===== config.mk =====
export PLATFORM = sky130hd
export DESIGN_NAME = number_morse_pattern_player
export DESIGN_NICKNAME = d
export VERILOG_FILES = /design/src/sv/nmpp_pkg.sv /design/src/sv/nmpp_split.sv /design/src/sv/number_morse_pattern_player.sv
export VERILOG_INCLUDE_DIRS = /design/src /design/src/sv
export SDC_FILE = /design/constraint.sdc
export NUM_CORES = 1
export LEC_CHECK = 0
export BUFFER_PORTS_ARGS = -buffer_cell sky130_fd_sc_hd__buf_2
export CAP_MARGIN = 20
export CORE_MARGIN = 3
export CORE_UTILIZATION = 25
export DETAILED_ROUTE_END_ITERATION = 12
export SYNTH_ARGS = -nofsm -noshare
export SYNTH_HDL_FRONTEND = slang
export SYNTH_HIERARCHICAL = 1
export SYNTH_SLANG_ARGS = --single-unit

===== constraint.sdc =====
create_clock -name clk_i -period 15 [get_ports clk_i]
set_input_delay 0.75 -clock clk_i [delete_from_list [all_inputs] [get_ports clk_i]]
set_output_delay 0.75 -clock clk_i [all_outputs]
set_load 0.01 [all_outputs]

===== src/sv/number_morse_pattern_player_defines.svh =====
// assertion macros for the number morse pattern player
// expects clk_i and rst_ni in the scope of every use
`ifndef NUMBER_MORSE_PATTERN_PLAYER_DEFINES_SVH
`define NUMBER_MORSE_PATTERN_PLAYER_DEFINES_SVH

// property that holds at every clock edge outside reset
`define NMPP_ASSERT(label, prop, msg) \
  label: assert property (@(posedge clk_i) disable iff (!rst_ni) (prop)) else $error(msg);

// condition at one edge implies a condition at the next edge
`define NMPP_ASSERT_NEXT(label, pre, post, msg) \
  label: assert property (@(posedge clk_i) disable iff (!rst_ni) (pre) |=> (post)) \
    else $error(msg);

`endif


===== src/sv/nmpp_pkg.sv =====
// shared types, codes and symbol tables of the number morse pattern player
// no dependencies
`default_nettype none

package nmpp_pkg;

  localparam int unsigned MAX_DIGITS = 4;
  localparam int unsigned NUM_W      = 14;
  localparam int unsigned NUM_BCD    = 5;   // a 14 bit value has at most five digits
  localparam int unsigned CNT_W      = 3;

  localparam logic [2:0] MAX_CODE_LEN = 3'd4;

  // phase codes on the result word
  localparam logic [2:0] PH_FETCH = 3'd0;
  localparam logic [2:0] PH_DOT   = 3'd1;
  localparam logic [2:0] PH_DASH  = 3'd2;
  localparam logic [2:0] PH_SPACE = 3'd3;
  localparam logic [2:0] PH_PAUSE = 3'd4;
  localparam logic [2:0] PH_DONE  = 3'd5;

  // configuration register indexes
  localparam logic [1:0] REG_DOT   = 2'd0;
  localparam logic [1:0] REG_DASH  = 2'd1;
  localparam logic [1:0] REG_GAP   = 2'd2;
  localparam logic [1:0] REG_PAUSE = 2'd3;

  typedef enum logic [5:0] {
    ST_FETCH = 6'b000001,
    ST_DOT   = 6'b000010,
    ST_DASH  = 6'b000100,
    ST_SPACE = 6'b001000,
    ST_PAUSE = 6'b010000,
    ST_DONE  = 6'b100000
  } state_e;

  typedef struct packed {
    logic             opcode;
    logic [NUM_W-1:0] number;
    logic [7:0]       multiplier;
  } in_word_t;

  typedef struct packed {
    logic [2:0] phase;
    logic       vibrating;
  } out_word_t;

  // item after the digit split: digits[0] is the ones digit
  typedef struct packed {
    logic                        opcode;
    logic [7:0]                  multiplier;
    logic [CNT_W-1:0]            cnt;
    logic [NUM_BCD-1:0][3:0]     digits;
  } split_word_t;

  // number of symbols of a digit code
  function automatic logic [2:0] code_len(input logic [3:0] d);
    logic [2:0] len;
    case (d)
      4'd0:    len = 3'd2;
      4'd1:    len = 3'd1;
      4'd2:    len = 3'd2;
      4'd3:    len = 3'd3;
      4'd4:    len = 3'd2;
      4'd5:    len = 3'd1;
      4'd6:    len = 3'd2;
      4'd7:    len = 3'd3;
      4'd8:    len = 3'd4;
      4'd9:    len = 3'd3;
      default: len = 3'd2;
    endcase
    return len;
  endfunction

  // bit i set: symbol i of the digit code is a dash
  function automatic logic [3:0] code_dash(input logic [3:0] d);
    logic [3:0] m;
    case (d)
      4'd0:    m = 4'b0011;
      4'd1:    m = 4'b0000;
      4'd2:    m = 4'b0000;
      4'd3:    m = 4'b0000;
      4'd4:    m = 4'b0010;
      4'd5:    m = 4'b0001;
      4'd6:    m = 4'b0001;
      4'd7:    m = 4'b0001;
      4'd8:    m = 4'b0001;
      4'd9:    m = 4'b0110;
      default: m = 4'b0011;
    endcase
    return m;
  endfunction

  function automatic logic [2:0] phase_code(input state_e st);
    logic [2:0] p;
    case (st)
      ST_FETCH: p = PH_FETCH;
      ST_DOT:   p = PH_DOT;
      ST_DASH:  p = PH_DASH;
      ST_SPACE: p = PH_SPACE;
      ST_PAUSE: p = PH_PAUSE;
      default:  p = PH_DONE;
    endcase
    return p;
  endfunction

endpackage

`default_nettype wire


===== src/sv/nmpp_split.sv =====
// four stage elastic pipeline that clamps the number and splits it into digits
// depends on nmpp_pkg
`default_nettype none

module nmpp_split
  import nmpp_pkg::*;
#(
  parameter int unsigned MaxDigits = MAX_DIGITS
) (
  input  wire logic        clk_i,
  input  wire logic        rst_ni,
  input  wire logic        in_valid_i,
  output logic             in_ready_o,
  input  wire in_word_t    in_word_i,
  output logic             out_valid_o,
  input  wire logic        out_ready_i,
  output split_word_t      out_word_o
);

  function automatic int unsigned pow10(input int unsigned n);
    int unsigned r;
    r = 1;
    for (int unsigned i = 0; i < n; i++) r = r * 10;
    return r;
  endfunction

  localparam int unsigned Limit   = pow10(MaxDigits) - 1;
  localparam int unsigned ProdW   = NUM_W + 13;
  localparam int unsigned Div100M = 5243;   // floor(x/100) = (x*5243) >> 19 for x < 43699

  // value 0..255 to three bcd digits by compares
  function automatic logic [11:0] to_bcd3(input logic [7:0] v);
    logic [1:0] h;
    logic [7:0] rem;
    logic [3:0] t;
    logic [7:0] o;
    h = (v >= 8'd200) ? 2'd2 : ((v >= 8'd100) ? 2'd1 : 2'd0);
    rem = v - 8'(h) * 8'd100;
    t = 4'd0;
    for (int k = 1; k < 10; k++) begin
      if (rem >= 8'(10 * k)) t = 4'(k);
    end
    o = rem - 8'(t) * 8'd10;
    return {2'b00, h, t, o[3:0]};
  endfunction

  logic [3:0] v_q;
  logic [3:0] load;

  assign load[3] = !v_q[3] || out_ready_i;
  assign load[2] = !v_q[2] || load[3];
  assign load[1] = !v_q[1] || load[2];
  assign load[0] = !v_q[0] || load[1];

  assign in_ready_o  = load[0];
  assign out_valid_o = v_q[3];

  always_ff @(posedge clk_i or negedge rst_ni) begin
    if (!rst_ni) begin
      v_q <= '0;
    end else begin
      if (load[0]) v_q[0] <= in_valid_i;
      if (load[1]) v_q[1] <= v_q[0];
      if (load[2]) v_q[2] <= v_q[1];
      if (load[3]) v_q[3] <= v_q[2];
    end
  end

  // stage a: raw input word
  in_word_t a_q;

  // stage b: clamp, digit count, quotient by 100
  logic [NUM_W-1:0] num_c;
  logic [CNT_W-1:0] cnt_c;
  logic [ProdW-1:0] prod_c;

  always_comb begin
    num_c = (32'(a_q.number) > Limit) ? NUM_W'(Limit) : a_q.number;
    cnt_c = CNT_W'(num_c != '0) + CNT_W'(num_c >= NUM_W'(10)) + CNT_W'(num_c >= NUM_W'(100))
          + CNT_W'(num_c >= NUM_W'(1000)) + CNT_W'(num_c >= NUM_W'(10000));
    prod_c = ProdW'(num_c) * ProdW'(Div100M);
  end

  logic             b_op;
  logic [7:0]       b_mult;
  logic [NUM_W-1:0] b_num;
  logic [7:0]       b_quo;
  logic [CNT_W-1:0] b_cnt;

  // stage c: remainder by 100
  logic [NUM_W-1:0] rem_c;
  assign rem_c = b_num - NUM_W'(b_quo) * NUM_W'(100);

  logic             c_op;
  logic [7:0]       c_mult;
  logic [7:0]       c_quo;
  logic [6:0]       c_rem;
  logic [CNT_W-1:0] c_cnt;

  // stage d: bcd digits
  logic [11:0] quo_bcd;
  logic [11:0] rem_bcd;
  assign quo_bcd = to_bcd3(c_quo);
  assign rem_bcd = to_bcd3({1'b0, c_rem});

  split_word_t d_q;

  always_ff @(posedge clk_i) begin
    if (load[0] && in_valid_i) a_q <= in_word_i;
    if (load[1] && v_q[0]) begin
      b_op   <= a_q.opcode;
      b_mult <= a_q.multiplier;
      b_num  <= num_c;
      b_quo  <= prod_c[ProdW-1:19];
      b_cnt  <= cnt_c;
    end
    if (load[2] && v_q[1]) begin
      c_op   <= b_op;
      c_mult <= b_mult;
      c_quo  <= b_quo;
      c_rem  <= rem_c[6:0];
      c_cnt  <= b_cnt;
    end
    if (load[3] && v_q[2]) begin
      d_q.opcode     <= c_op;
      d_q.multiplier <= c_mult;
      d_q.cnt        <= c_cnt;
      d_q.digits     <= {quo_bcd[11:0], rem_bcd[7:0]};
    end
  end

  assign out_word_o = d_q;

endmodule

`default_nettype wire


===== src/sv/number_morse_pattern_player.sv =====
// top level of the number morse pattern player: timing state machine and result register
// depends on nmpp_pkg, nmpp_split and number_morse_pattern_player_defines.svh
//
// usage
// - in channel (in_valid_i / in_ready_o / in_word_i): one word per step; opcode 1 starts
//   playing number at the given length multiplier (ignored while a message plays),
//   opcode 0 is one tick of time
// - out channel (out_valid_o / out_ready_i / out_word_o): exactly one word per input word,
//   in order, giving the phase after that step and whether the motor is on
// - cfg channel (cfg_valid_i / cfg_ready_o / cfg_index_i / cfg_data_i): base lengths of
//   dot, dash, inter-digit space and the pause; always ready; write only when idle;
//   a new length is used at the next load of the hold counter
// - path: from input accept to result valid a word passes the input register and three
//   split stages, then the state update into the result register
// - throughput: one word per cycle while out_ready_i is high; the digit split is pipelined
//   ahead of the single state update stage, so each word still sees the state left by the word before
// - receiver stall: a full stage holds its word until the stage after it has room, so
//   up to five words are taken in while out_ready_i is low before in_ready_o drops
// - reset: all stages empty, phase done, not playing, base lengths 1, 3, 3, 1
`default_nettype none
`include "number_morse_pattern_player_defines.svh"

module number_morse_pattern_player
  import nmpp_pkg::*;
#(
  parameter int unsigned MaxDigits = MAX_DIGITS
) (
  input  wire logic        clk_i,
  input  wire logic        rst_ni,
  input  wire logic        in_valid_i,
  output logic             in_ready_o,
  input  wire in_word_t    in_word_i,
  output logic             out_valid_o,
  input  wire logic        out_ready_i,
  output out_word_t        out_word_o,
  input  wire logic        cfg_valid_i,
  output logic             cfg_ready_o,
  input  wire logic [1:0]  cfg_index_i,
  input  wire logic [7:0]  cfg_data_i
);

  localparam int unsigned DtotW = $clog2(MaxDigits + 1);
  localparam int unsigned DidxW = (MaxDigits > 1) ? $clog2(MaxDigits) : 1;

  // configuration registers
  logic [7:0] cfg_dot_q, cfg_dash_q, cfg_gap_q, cfg_pause_q;

  assign cfg_ready_o = 1'b1;

  always_ff @(posedge clk_i or negedge rst_ni) begin
    if (!rst_ni) begin
      cfg_dot_q   <= 8'd1;
      cfg_dash_q  <= 8'd3;
      cfg_gap_q   <= 8'd3;
      cfg_pause_q <= 8'd1;
    end else if (cfg_valid_i) begin
      case (cfg_index_i)
        REG_DOT:   cfg_dot_q   <= cfg_data_i;
        REG_DASH:  cfg_dash_q  <= cfg_data_i;
        REG_GAP:   cfg_gap_q   <= cfg_data_i;
        REG_PAUSE: cfg_pause_q <= cfg_data_i;
        default:   ;
      endcase
    end
  end

  // digit split pipeline
  split_word_t sw;
  logic        sw_valid;
  logic        sw_ready;
  logic        adv;

  nmpp_split #(
    .MaxDigits(MaxDigits)
  ) u_split (
    .clk_i       (clk_i),
    .rst_ni      (rst_ni),
    .in_valid_i  (in_valid_i),
    .in_ready_o  (in_ready_o),
    .in_word_i   (in_word_i),
    .out_valid_o (sw_valid),
    .out_ready_i (sw_ready),
    .out_word_o  (sw)
  );

  // result register: the state stage fires when its slot is free or being emptied
  logic      out_valid_q;
  out_word_t out_word_q;

  assign sw_ready    = !out_valid_q || out_ready_i;
  assign adv         = sw_valid && sw_ready;
  assign out_valid_o = out_valid_q;
  assign out_word_o  = out_word_q;

  // playback state
  state_e           st_q, st_d;
  logic             active_q, active_d;
  logic [DtotW-1:0] dtot_q, dtot_d;
  logic [DtotW-1:0] dpos_q, dpos_d;
  logic [2:0]       spos_q, spos_d;
  logic [7:0]       tick_q, tick_d;
  logic [7:0]       mult_q, mult_d;   // length multiplier, set on start
  logic [3:0]       store_q [MaxDigits];

  logic             start_go;
  logic [7:0]       hold_base;
  logic [15:0]      hold_prod;
  logic [3:0]       cur_digit;
  logic [2:0]       cur_len;
  logic [3:0]       cur_dash;
  logic [7:0]       tick_dec;
  logic             dot_last;

  assign start_go = adv && sw.opcode && !active_q;

  // digit under playback, with codes above nine played as zero, and the
  // base length of the hold that the next fetch loads
  always_comb begin
    cur_digit = store_q[dpos_q[DidxW-1:0]];
    if (cur_digit > 4'd9) cur_digit = 4'd0;
    cur_len  = code_len(cur_digit);
    cur_dash = code_dash(cur_digit);
    if (spos_q >= cur_len) begin
      hold_base = cfg_gap_q;
    end else if (cur_dash[spos_q[1:0]]) begin
      hold_base = cfg_dash_q;
    end else begin
      hold_base = cfg_dot_q;
    end
  end

  // current base length times the multiplier, wrapped to the 8 bit counter
  assign hold_prod = 16'(hold_base) * 16'(mult_q);
  assign tick_dec  = tick_q - 8'd1;

  always_comb begin
    st_d     = st_q;
    active_d = active_q;
    dtot_d   = dtot_q;
    dpos_d   = dpos_q;
    spos_d   = spos_q;
    tick_d   = tick_q;
    mult_d   = mult_q;
    if (sw.opcode) begin
      if (!active_q) begin
        st_d     = ST_FETCH;
        active_d = 1'b1;
        dtot_d   = DtotW'(sw.cnt);
        dpos_d   = '0;
        spos_d   = 3'd0;
        tick_d   = 8'd1;
        mult_d   = sw.multiplier;
      end
    end else if (active_q) begin
      case (st_q)
        ST_FETCH: begin
          if (dpos_q >= dtot_q) begin
            // message finished
            st_d     = ST_DONE;
            active_d = 1'b0;
          end else if (spos_q < cur_len) begin
            if (cur_dash[spos_q[1:0]]) begin
              st_d = ST_DASH;
            end else begin
              st_d = ST_DOT;
            end
            tick_d = hold_prod[7:0];
            spos_d = spos_q + 3'd1;
          end else begin
            // code of this digit done, space before the next one
            st_d   = ST_SPACE;
            tick_d = hold_prod[7:0];
            spos_d = 3'd0;
            dpos_d = dpos_q + DtotW'(1);
          end
        end
        ST_DOT, ST_DASH: begin
          tick_d = tick_dec;
          if (tick_dec == 8'd0) begin
            st_d   = ST_PAUSE;
            tick_d = cfg_pause_q;
          end
        end
        ST_SPACE, ST_PAUSE: begin
          tick_d = tick_dec;
          if (tick_dec == 8'd0) st_d = ST_FETCH;
        end
        default: ;
      endcase
    end
  end

  always_ff @(posedge clk_i or negedge rst_ni) begin
    if (!rst_ni) begin
      st_q        <= ST_DONE;
      active_q    <= 1'b0;
      dtot_q      <= '0;
      dpos_q      <= '0;
      spos_q      <= 3'd0;
      tick_q      <= 8'd0;
      mult_q      <= 8'd1;
      out_valid_q <= 1'b0;
    end else begin
      if (adv) begin
        st_q        <= st_d;
        active_q    <= active_d;
        dtot_q      <= dtot_d;
        dpos_q      <= dpos_d;
        spos_q      <= spos_d;
        tick_q      <= tick_d;
        mult_q      <= mult_d;
        out_valid_q <= 1'b1;
      end else if (out_ready_i) begin
        out_valid_q <= 1'b0;
      end
    end
  end

  // payload registers: result word and the digit store
  always_ff @(posedge clk_i) begin
    if (adv) begin
      out_word_q.phase     <= phase_code(st_d);
      out_word_q.vibrating <= (st_d == ST_DOT) || (st_d == ST_DASH);
    end
    if (start_go) begin
      // most significant digit goes to entry zero
      for (int i = 0; i < MaxDigits; i++) begin
        if (3'(i) < sw.cnt) store_q[i] <= sw.digits[3'(sw.cnt - 3'd1 - 3'(i))];
      end
    end
  end

  // tick that ends a dot, taken while the hold counter is at one
  assign dot_last = adv && !sw.opcode && active_q && (st_q == ST_DOT) && (tick_q == 8'd1);

  `NMPP_ASSERT(a_active_done, active_q != (st_q == ST_DONE), "playing flag and done phase disagree")
  `NMPP_ASSERT(a_dpos_range, dpos_q <= dtot_q, "digit position past message end")
  `NMPP_ASSERT(a_spos_range, spos_q <= MAX_CODE_LEN, "symbol position past longest code")
  `NMPP_ASSERT_NEXT(a_dot_to_pause, dot_last, st_q == ST_PAUSE, "dot did not end in pause")

endmodule

`default_nettype wire

==> results by group, run 1 <==
Status
  – Outcome: complete, no violations

GRT
  – Largest net degree at the start of global routing: 70
  – Global-route usage over all layers: 0.103
  – Total gr overflow: 0
  – Via count of the first global-routing pass: 9612
  – Initial antenna violation count: 1
  – First-pass GRT wire length: 49.9 mm

Timing
  – Slew headroom: 0.263
  – Worst-Margin Slew: 1.11 ns
  – Final Cycle Share: 0.481
  – Tmin final: 7.22 ns
  – Clk_skew: 0.0140 ns
  – Hold_ws: 0.417 ns
  – Fin. Hold Viols: 0
  – Setup_tns: 0 ns
  – Final setup vio count: 0
  – Final Max Tran Viols: 0
  – Fmax: 138 MHz
  – RSZ-0062 raised after global routing: no

CTS
  – Skew-Pair Late Insertion Delay: 0.45 ns
  – Setup bufs post-CTS: 0
  – CTS Buf Count: 17
  – Resize count post-CTS: 0
  – Clk buf depth: 2
  – Root buffer cell: clkbuf_16
  – Worst-path clk slew: 0.08 ns
  – Hold_buf cts: 0
  – Num Clock Sinks: 196
  – H-Tree Depth: 4
  – CTS tree: built

Final layout
  – Largest register FFs: 30
  – Final Core Density: 0.283
  – Final layout net count: 1607
  – Area Growth Syn to Fin: 11.7%
  – Layout cells sized above 1: 0.136
  – N_diodes: 0
  – Final Non-Filler Cells: 2105

Floorplanning
  – Die X-Extent: 246 µm
  – Row count: 87
  – Top-Level Pins: 45
  – Core ar.: 0.0566 mm²
  – DIE AREA: 0.0603 mm²
  – Die Span Y: 246 µm
  – Initial Util: 0.253

Critical path
  – Worst EP arrival: 7.61 ns
  – RR Endpoint: tick_q[7]
  – CP required: 15.39 ns
  – R2R cell count: 26
  – R2r setup slk: 7.78 ns
  – Crit end category: flip-flop
  – CP top delay family: compound AO/OA/AOI/OAI gates
  – Max stage delay on crit path: 0.61 ns
  – Worst Setup Path Type: reg -> reg
  – Critical-path top delay cell: mux4_2
  – Worst path buffer plus inverter count: 4
  – Critical Path Start Type: flip-flop
  – Crit path max fanout: 25
  – Worst r2r src: dpos_q[0]

Drt
  – Final wirelength: 30.2 mm
  – First-pass DRT Iterations: 5
  – Per-cell routed wire length: 14.4 µm
  – Post-route DRC: 0
  – Post-DRT Antenna Nets: 0
  – Initial drt markers: 577
  – Drt via density: 4.46
  – Via total after detailed routing: 9393

Yosys
  – Synth Flop Type: edfxtp_1
  – Warning count from the yosys run: 6
  – Synth Instances: 1304
  – Number of synthesized flops with an enable pin: 127
  – Post-synth top area cell: edfxtp_1
  – Post-Syn Area: 0.0143 mm²
  – Synthesized flop and latch total: 196
  – Most common cell in the netlist: inv_1
  – Mean Syn Cell Area: 11.0 µm²
  – Post-synthesis cell type count: 85
  – Area contributors post-synth: edfxtp_1, ha_1, dfrtp_1
  – Post-synth ARST share: 0.352
  – Synth top area share: 0.266
  – Seq/Total Area, Yosys: 0.387
  – Most instantiated cells after synthesis: inv_1, ha_1, edfxtp_1

Placed design
  – Port Buf Inserts: 43
  – Routability cong.: 0.913
  – Placed cell count: 2072
  – DP HPWL: 24.2 mm

Flow run
  – Max cap viols: 0

Min path
  – WHS Endpoint: u_split/c_mult[7]
  – Hold Path Stages: 0
  – Hold Crit Start: u_split/b_mult[7]
  – Hold crit path type: reg -> reg
## how the worst max path moves through the flow
| stage | startpoint | endpoint | slack (ns) | cells after the start |
|---|---|---|---|---|
| finish | dpos_q[0] | tick_q[7] | 7.78 | 26 |
| floorplan | dpos_q[0] | tick_q[7] | 7.99 | 27 |
| CTS | dpos_q[0] | tick_q[7] | 7.75 | 26 |
| global placement | dpos_q[0] | tick_q[7] | 7.98 | 25 |
| detailed placement | dpos_q[0] | tick_q[7] | 7.75 | 26 |
| global route | dpos_q[0] | tick_q[7] | 7.33 | 26 |
## routing by layer
metal	up-vias	track usage	part of all wire
li1	4572	-	-
met1	4596	0.135	0.45
met2	184	0.173	0.48
met3	41	0.0181	0.041
met4	0	0.0339	0.020
met5	-	0	0
## cell usage in the layout (no fill, tap or decap), types with 4 or more instances in the layout
cell       instances
o2111ai_1          4
nor3_1            19
and2_1            28
nand2_1           98
inv_6              5
a21o_1            15
ha_1             161
a311oi_1           5
o21ai_1           10
a31oi_1           10
nand2b_1          17
or2_2              7
nand3b_1           5
mux4_2            12
and3_1             6
dfrtp_1           61
xnor2_1           51
xor2_1            13
mux2_2            45
inv_1            186
o21a_1             4
mux2i_1            6
nand4_1           11
a31o_2             6
dfstp_2            8
buf_2             43
nor4_1             6
inv_2              4
nand3_1           21
a21oi_1           45
nor2b_1           10
edfxtp_1         127
o31ai_1           17
buf_4              5
nor2_1            55
o211ai_1           7
fa_1              72
a211oi_1           7
o21ai_0           43
clkbuf_16         19
## area by class of cell
class,instances,area (µm²)
fillers,5903,40600
multi-input cells,879,7900
flip-flops and latches,196,5550
well taps,756,946
inverters,192,721
clock buffers,19,475
repair buffers,50,308
clock inverters,13,126
## worst reg2reg max path: stages, from the launching register on
cell and delay, ns:
dfrtp_1 0.54, mux4_2 0.61, o21ai_0 0.47, and2_1 0.21, ha_1 0.16, nor2b_1 0.05
o21a_1 0.19, a311oi_2 0.29, buf_4 0.30, nor2_1 0.06, a31oi_1 0.52, nand2_1 0.18
fa_1 0.45, inv_1 0.09, fa_1 0.40, ha_1 0.29, inv_1 0.05, fa_1 0.52
inv_1 0.04, ha_1 0.32, a21o_1 0.17, a21oi_1 0.18, xnor2_1 0.18, xnor2_1 0.16
xnor3_1 0.26, a2111oi_2 0.36, a21o_1 0.12
## stage by stage
step	setup slack (ns)	instance area [µm²]
after global routing	7.33	16000
after global placement	7.98	15400
after floorplan	7.99	14400
after CTS	7.75	16000
final	7.78	16000
after detailed placement	7.75	15400
## cell families after synthesis
kind of cell | Yosys count | synth area share
AO/OA/AOI/OAI | 207 | 0.0991
XOR/XNOR | 67 | 0.0433
adder cells (fa/ha/maj) | 234 | 0.242
buffers and inverters | 230 | 0.0633
flip-flops | 196 | 0.387
multiplexers | 63 | 0.0583
other | 2 | 0.000523
AND/OR/NAND/NOR | 305 | 0.107
Power of run 1 is not shown: default switching activity piles up to over one toggle a cycle in this logic, so the estimate is an artifact.
==> run 2, diff against run 1 <==
Settings changed: ABC_AREA set to 1.
Clock period 15 ns to 5.97 ns, I/O delays scaled along.
==> run 2 against run 1 <==
  * Worst setup slack got worse by 7.7 ns
  * Critical path depth is 13 higher
  * Routed wire length rose by 16%
  * Die area up 4.6%
  * Sequential cell count unchanged
  * Synthesized cell count grew 32%
  * Clock-buffer cell count grew 1
  * Highest routed layer unchanged
==> results by group, run 2 <==
GRT
  – Total gr overflow: 0 (unchanged)
  – Via count of the first global-routing pass: 11.5k (was 9612)
  – Global-route usage over all layers: 0.112 (was 0.103)
  – First-pass GRT wire length: 57.6 mm (was 49.9 mm)
  – Largest net degree at the start of global routing: 70 (unchanged)
  – Initial antenna violation count: 0 (was 1)

Critical path
  – Worst EP arrival: 6.20 ns (was 7.61 ns)
  – CP dominant cell by count: nand2_1
  – Max stage delay on crit path: 0.54 ns (was 0.61 ns)
  – Worst Setup Path Type: reg -> reg (unchanged)
  – Crit end category: flip-flop (unchanged)
  – CP required: 6.31 ns (was 15.39 ns)
  – Critical-path top delay cell: fa_1 (was mux4_2)
  – Critical Path Start Type: flip-flop (unchanged)
  – Crit path max fanout: 5 (was 25)

Timing
  – Fin. Hold Viols: 0 (unchanged)
  – Worst-Margin Slew: 1.02 ns (was 1.11 ns)
  – RSZ-0062 raised after global routing: yes (was no)
  – Setup_tns: 0 ns (unchanged)
  – Fmax: 171 MHz (was 138 MHz)
  – Final Cycle Share: 0.980 (was 0.481)
  – Clk_skew: 0.0176 ns (was 0.0140 ns)
  – Final setup vio count: 0 (unchanged)
  – Tmin final: 5.85 ns (was 7.22 ns)
  – Final Max Tran Viols: 0 (unchanged)
  – Slew headroom: 0.316 (was 0.263)

Drt
  – First-pass DRT Iterations: 6 (was 5)
  – Final wirelength: 35.1 mm (was 30.2 mm)
  – Post-DRT Antenna Nets: 0 (unchanged)
  – Via total after detailed routing: 11.7k (was 9393)
  – Post-route DRC: 0 (unchanged)
  – Drt via density: 4.46 (about the same)
  – Initial drt markers: 790 (was 577)
  – Per-cell routed wire length: 13.4 µm (was 14.4 µm)

Yosys
  – Post-Syn Area: 0.0150 mm² (was 0.0143 mm²)
  – Synth Flop Type: edfxtp_1 (unchanged)
  – Largest family of logic cells by synthesized area: adder cells (unchanged)
  – Compound-Gate Fraction of Synth Area: 0.0863 (was 0.0991)
  – Synthesized flop and latch total: 196 (unchanged)
  – Most instantiated cells after synthesis: nand2_1, inv_1, ha_1 (was inv_1, ha_1, edfxtp_1)
  – Post-Synth Adder-Cell Area: 0.230 (was 0.242)
  – Simple-gate portion of the synthesized area: 0.198 (was 0.107)
  – Synth top area share: 0.254 (was 0.266)
  – Most common cell in the netlist: nand2_1 (was inv_1)
  – Post-synth ARST share: 0.352 (unchanged)
  – Synth Instances: 1720 (was 1304)
  – Post-synth top area cell: edfxtp_1 (unchanged)
  – Mux cell area share after synthesis: 0.00217 (was 0.0583)
  – Synth Area in XOR/XNOR: 0.0214 (was 0.0433)
  – Mean Syn Cell Area: 8.73 µm² (was 11.0 µm²)
  – Post-synthesis cell type count: 60 (was 85)
  – Warning count from the yosys run: 6 (unchanged)
  – Number of synthesized flops with an enable pin: 127 (unchanged)
  – Seq/Total Area, Yosys: 0.369 (was 0.387)
  – Area contributors post-synth: edfxtp_1, ha_1, dfrtp_1 (unchanged)

Status
  – Outcome: complete, no violations (unchanged)

Floorplanning
  – Row count: 89 (was 87)
  – Core ar.: 0.0592 mm² (was 0.0566 mm²)
  – Initial Util: 0.254 (was 0.253)
  – DIE AREA: 0.0631 mm² (was 0.0603 mm²)
  – Top-Level Pins: 45 (unchanged)
  – Die X-Extent: 251 µm (was 246 µm)
  – Die Span Y: 251 µm (was 246 µm)

Final layout
  – Area Growth Syn to Fin: 16.7% (was 11.7%)
  – Largest register FFs: 30 (unchanged)
  – Layout cells sized above 1: 0.145 (was 0.136)
  – N_diodes: 0 (unchanged)
  – Final layout net count: 2102 (was 1607)
  – Fillcell total: 6210 (was 5903)
  – Multi-input gate area: 0.00830 mm² (was 0.00790 mm²)
  – Most common cell after layout, fill and taps aside: nand2_1 (was inv_1)
  – Cell area after layout: 0.0175 mm² (was 0.0160 mm²)
  – Flip-flop and latch area: 0.00555 mm² (about the same)
  – Highest-count cells in the layout ignoring fill and taps: nand2_1, inv_1, ha_1 (was inv_1, ha_1, edfxtp_1)
  – Final Non-Filler Cells: 2617 (was 2105)

CTS
  – H-Tree Depth: 4 (unchanged)
  – Skew-Pair Late Insertion Delay: 0.45 ns (about the same)
  – Root buffer cell: clkbuf_16 (unchanged)
  – Clk buf depth: 2 (unchanged)
  – Num Clock Sinks: 196 (unchanged)
  – CTS tree: built (unchanged)
  – CTS Buf Count: 17 (unchanged)
  – Worst-path clk slew: 0.08 ns (about the same)

Placed design
  – Routability cong.: 0.874 (was 0.913)
  – DP HPWL: 28.0 mm (was 24.2 mm)
  – Port Buf Inserts: 43 (unchanged)
  – Placed cell count: 2555 (was 2072)
  – Placed Area: 0.0164 mm² (was 0.0154 mm²)

Flow run
  – Max cap viols: 0 (unchanged)

Min path
  – Hold crit path type: in -> reg (was reg -> reg)
-- run 2: cell types whose count changed after synthesis, sizes merged, moves of 17 or more --
cell,before,now
o21ai,54,97
inv,190,335
xnor2,52,11
nand3,21,91
and2,28,1
nand2,98,381
nor2,57,136
mux2,45,2
nand2b,17,0
-- run 2: repair_timing --
| item | 4_1_cts | 5_1_grt |
|---|---|---|
| hold endpoints to repair | 13 | 1 |
| resized for setup | 6 | 58 |
| endpoints found under the setup margin | 1 | 11 |
| cloned | 0 | 1 |
| buffers inserted | 1 | 13 |
| hold buffers | 13 | 1 |
| pin swaps | 5 | 34 |
-- run 2: cells by family (layout without fill, tap and decap cells) --
family,Yosys count,after routing
xor gates and xnor gates,35,35
DFF,196,196
AOI/OAI and AO/OA,221,221
buffers and inverters,362,485
other,2,3
muxes,3,3
and+or+nand+nor,668,668
adders and majority gates,233,233
-- run 2: layer usage --
layer | track usage | up-vias | share of wire
li1 | - | 5790 | -
met1 | 0.147 | 5570 | 0.46
met2 | 0.188 | 260 | 0.48
met3 | 0.0240 | 49 | 0.043
met4 | 0.0292 | 0 | 0.017
met5 | 0 | - | 0
-- run 2: worst paths after layout --
path | cells past startpoint | slack, ns | startpoint | endpoint
worst max-delay path | 39 | 0.12 | dpos_q[0] | tick_q[7]
worst min-delay path | 1 | 0.03 | in_word_i[5] | u_split/a_q[5]
worst max register to register | 39 | 0.12 | dpos_q[0] | tick_q[7]
worst min register to register | 0 | 0.41 | u_split/c_mult[0] | u_split/out_word_o[23]
max in group asynchronous | 2 | 5.28 | rst_ni | dpos_q[0]
min in group asynchronous | 2 | 0.07 | rst_ni | cfg_dash_q[6]
-- run 2: through the flow --
step / hold WS (ns) / util / worst slack (ns)
after floorplan: 0.00291 / - / 0.125
after global placement: 0.402 / 0.277 / -0.0445
after detailed placement: 0.405 / 0.277 / -0.193
after CTS: 0.000244 / 0.290 / 0.00809
after global routing: 0.000533 / 0.296 / -0.273
final: 0.0298 / 0.296 / 0.118
-- run 2: critical path, delay by kind of cell, from the launching register on --
family                   cells  cell delay (ns)
flip-flops                   1             0.42
AND/OR/NAND/NOR             19             1.41
adder cells (fa/ha/maj)      6             2.46
buffers and inverters        9             0.69
AO/OA/AOI/OAI                5             0.74
-- run 2: final cells by class --
class,instances,share of cell area
Clock inverter,12,0.00599
Multi-Input combinational cell,1163,0.473
Timing Repair inverter,1,0.000428
Tap cell,773,0.0552
Inverter,337,0.0724
Sequential cell,196,0.317
Clock buffer,20,0.0285
Timing Repair Buffer,115,0.0476
Power of run 2 is left out for the same reason.
==> run 3, diff against run 2 <==
Clock period 5.97 ns to 6.28 ns, I/O delays scaled along.
==> run 3 against run 2 <==
  * First-iteration DRC count shrank 4.1%
  * Worst setup slack improved by 0.16 ns
  * Routed wire length is 3.1% lower
  * Global-route usage is 0.12 points lower
  * Largest cell class unchanged
  * Core utilization decreased by 0.98 points
==> results by group, run 3 (synthesis results as in run 2) <==
GRT
  – Largest net degree at the start of global routing: 70 (unchanged)
  – Global-route usage over all layers: 0.111 (was 0.112)
  – Via count of the first global-routing pass: 11.5k (about the same)
  – Initial antenna violation count: 0 (unchanged)
  – Total gr overflow: 0 (unchanged)
  – First-pass GRT wire length: 57.2 mm (was 57.6 mm)

Final layout
  – Final layout net count: 2054 (was 2102)
  – Area Growth Syn to Fin: 12.8% (was 16.7%)
  – Layout cells sized above 1: 0.111 (was 0.145)
  – Largest register FFs: 30 (unchanged)
  – Cell area after layout: 0.0170 mm² (was 0.0175 mm²)
  – Fillcell total: 6262 (was 6210)
  – N_diodes: 0 (unchanged)
  – Highest-count cells in the layout ignoring fill and taps: nand2_1, inv_1, ha_1 (unchanged)
  – Most common cell after layout, fill and taps aside: nand2_1 (unchanged)

CTS
  – Hold_buf cts: 0 (was 13)
  – Skew-Pair Late Insertion Delay: 0.45 ns (about the same)
  – CTS tree: built (unchanged)
  – Clk buf depth: 2 (unchanged)
  – Root buffer cell: clkbuf_16 (unchanged)
  – H-Tree Depth: 4 (unchanged)
  – CTS Buf Count: 17 (unchanged)
  – Worst-path clk slew: 0.08 ns (about the same)
  – Num Clock Sinks: 196 (unchanged)

Critical path
  – Crit end category: flip-flop (unchanged)
  – Worst EP arrival: 6.35 ns (was 6.20 ns)
  – Critical Path Start Type: flip-flop (unchanged)
  – CP dominant cell by count: nand2_1 (unchanged)
  – Worst Setup Path Type: reg -> reg (unchanged)
  – Crit path max fanout: 6 (was 5)
  – Critical-path top delay cell: fa_1 (unchanged)
  – Max stage delay on crit path: 0.54 ns (about the same)
  – CP required: 6.63 ns (was 6.31 ns)

Drt
  – Post-DRT Antenna Nets: 0 (unchanged)
  – Per-cell routed wire length: 13.2 µm (was 13.4 µm)
  – Final wirelength: 34.0 mm (was 35.1 mm)
  – Initial drt markers: 758 (was 790)
  – Post-route DRC: 0 (unchanged)
  – Via total after detailed routing: 11.3k (was 11.7k)
  – First-pass DRT Iterations: 4 (was 6)
  – Drt via density: 4.40 (was 4.46)

Timing
  – Final setup vio count: 0 (unchanged)
  – RSZ-0062 raised after global routing: yes (unchanged)
  – Clk_skew: 0.0192 ns (was 0.0176 ns)
  – Worst-Margin Slew: 0.940 ns (was 1.02 ns)
  – Final Cycle Share: 0.956 (was 0.980)
  – Fmax: 167 MHz (was 171 MHz)
  – Tmin final: 6.00 ns (was 5.85 ns)
  – Slew headroom: 0.373 (was 0.316)
  – Fin. Hold Viols: 0 (unchanged)
  – Final Max Tran Viols: 0 (unchanged)

Floorplanning
  – Die Span Y: 251 µm (unchanged)
  – DIE AREA: 0.0631 mm² (unchanged)
  – Core ar.: 0.0592 mm² (unchanged)
  – Die X-Extent: 251 µm (unchanged)
  – Initial Util: 0.254 (unchanged)
  – Top-Level Pins: 45 (unchanged)
  – Row count: 89 (unchanged)

Placed design
  – Routability cong.: 0.891 (was 0.874)
  – DP HPWL: 27.9 mm (was 28.0 mm)
  – Port Buf Inserts: 43 (unchanged)
  – Placed Area: 0.0162 mm² (was 0.0164 mm²)

Min path
  – Hold crit path type: in -> reg (unchanged)

Status
  – Outcome: complete, no violations (unchanged)

Flow run
  – Max cap viols: 0 (unchanged)
-- run 3: cell count changes in the layout (fill, tap and decap cells not counted), moves of 6 or more --
cell,change
buf_4,-33
dlygate4sd3_1,-14
nand2_1,+14
nand2_2,-8
nand2_4,-6
nand3_1,+8
nand3_2,-8
-- run 3: final timing paths --
check / slack [ns] / end / cells after the start / startpoint
max: 0.28 / tick_q[7] / 37 / dpos_q[0]
min: 0.04 / u_split/a_q[13] / 1 / in_word_i[13]
max reg2reg: 0.28 / tick_q[7] / 37 / dpos_q[0]
max in group asynchronous: 5.56 / dpos_q[1] / 2 / rst_ni
min reg2reg: 0.41 / u_split/c_mult[3] / 0 / u_split/b_mult[3]
min in group asynchronous: 0.09 / cfg_gap_q[5] / 2 / rst_ni
-- run 3: metal layers --
metal  up-vias  wire length [µm]  track usage
li1       5691                 -            -
met1      5356             15800        0.147
met2       231             16400        0.190
met3        26              1450       0.0190
met4         0               392       0.0225
met5         -                 0            0
-- run 3: critical path, delay by kind of cell, from the launching register on --
family                     cells  cell delay (ns)
DFF                            1             0.42
AOI/OAI and AO/OA              5             0.89
adders and majority gates      6             2.38
buffers and inverters          7             0.65
and+or+nand+nor               19             1.55
-- run 3: what timing repair did --
action,CTS,global route
pin swaps,0,5
cloned,0,0
endpoints found under the setup margin,1,3
resized for setup,1,15
setup buffers,0,6
-- run 3: area by class of cell --
cell class | instances | area (µm²) | area share
Multi-Input combinational cell | 1163 | 8150 | 0.481
Sequential cell | 196 | 5550 | 0.328
Inverter | 337 | 1270 | 0.0748
Tap cell | 773 | 967 | 0.0571
Timing Repair Buffer | 68 | 454 | 0.0268
Clock buffer | 20 | 437 | 0.0258
Clock inverter | 12 | 121 | 0.00716
-- run 3: metrics by stage --
| step | std cells | setup WS (ns) | hold WS, ns | setup TNS [ns] | utilization |
|---|---|---|---|---|---|
| global route | 2569 | -0.133 | 0.0168 | -0.133 | 0.286 |
| detailed placement | 2529 | -0.0601 | 0.405 | -0.0601 | 0.274 |
| CTS | 2561 | 0.00711 | 0.0114 | 0 | 0.283 |
| floorplan | 1721 | 0.435 | 0.0184 | 0 | - |
| finish | 2569 | 0.277 | 0.0351 | 0 | 0.286 |
| global placement | 2528 | 0.0488 | 0.403 | 0 | 0.274 |
Power of run 3 is left out for the same reason.
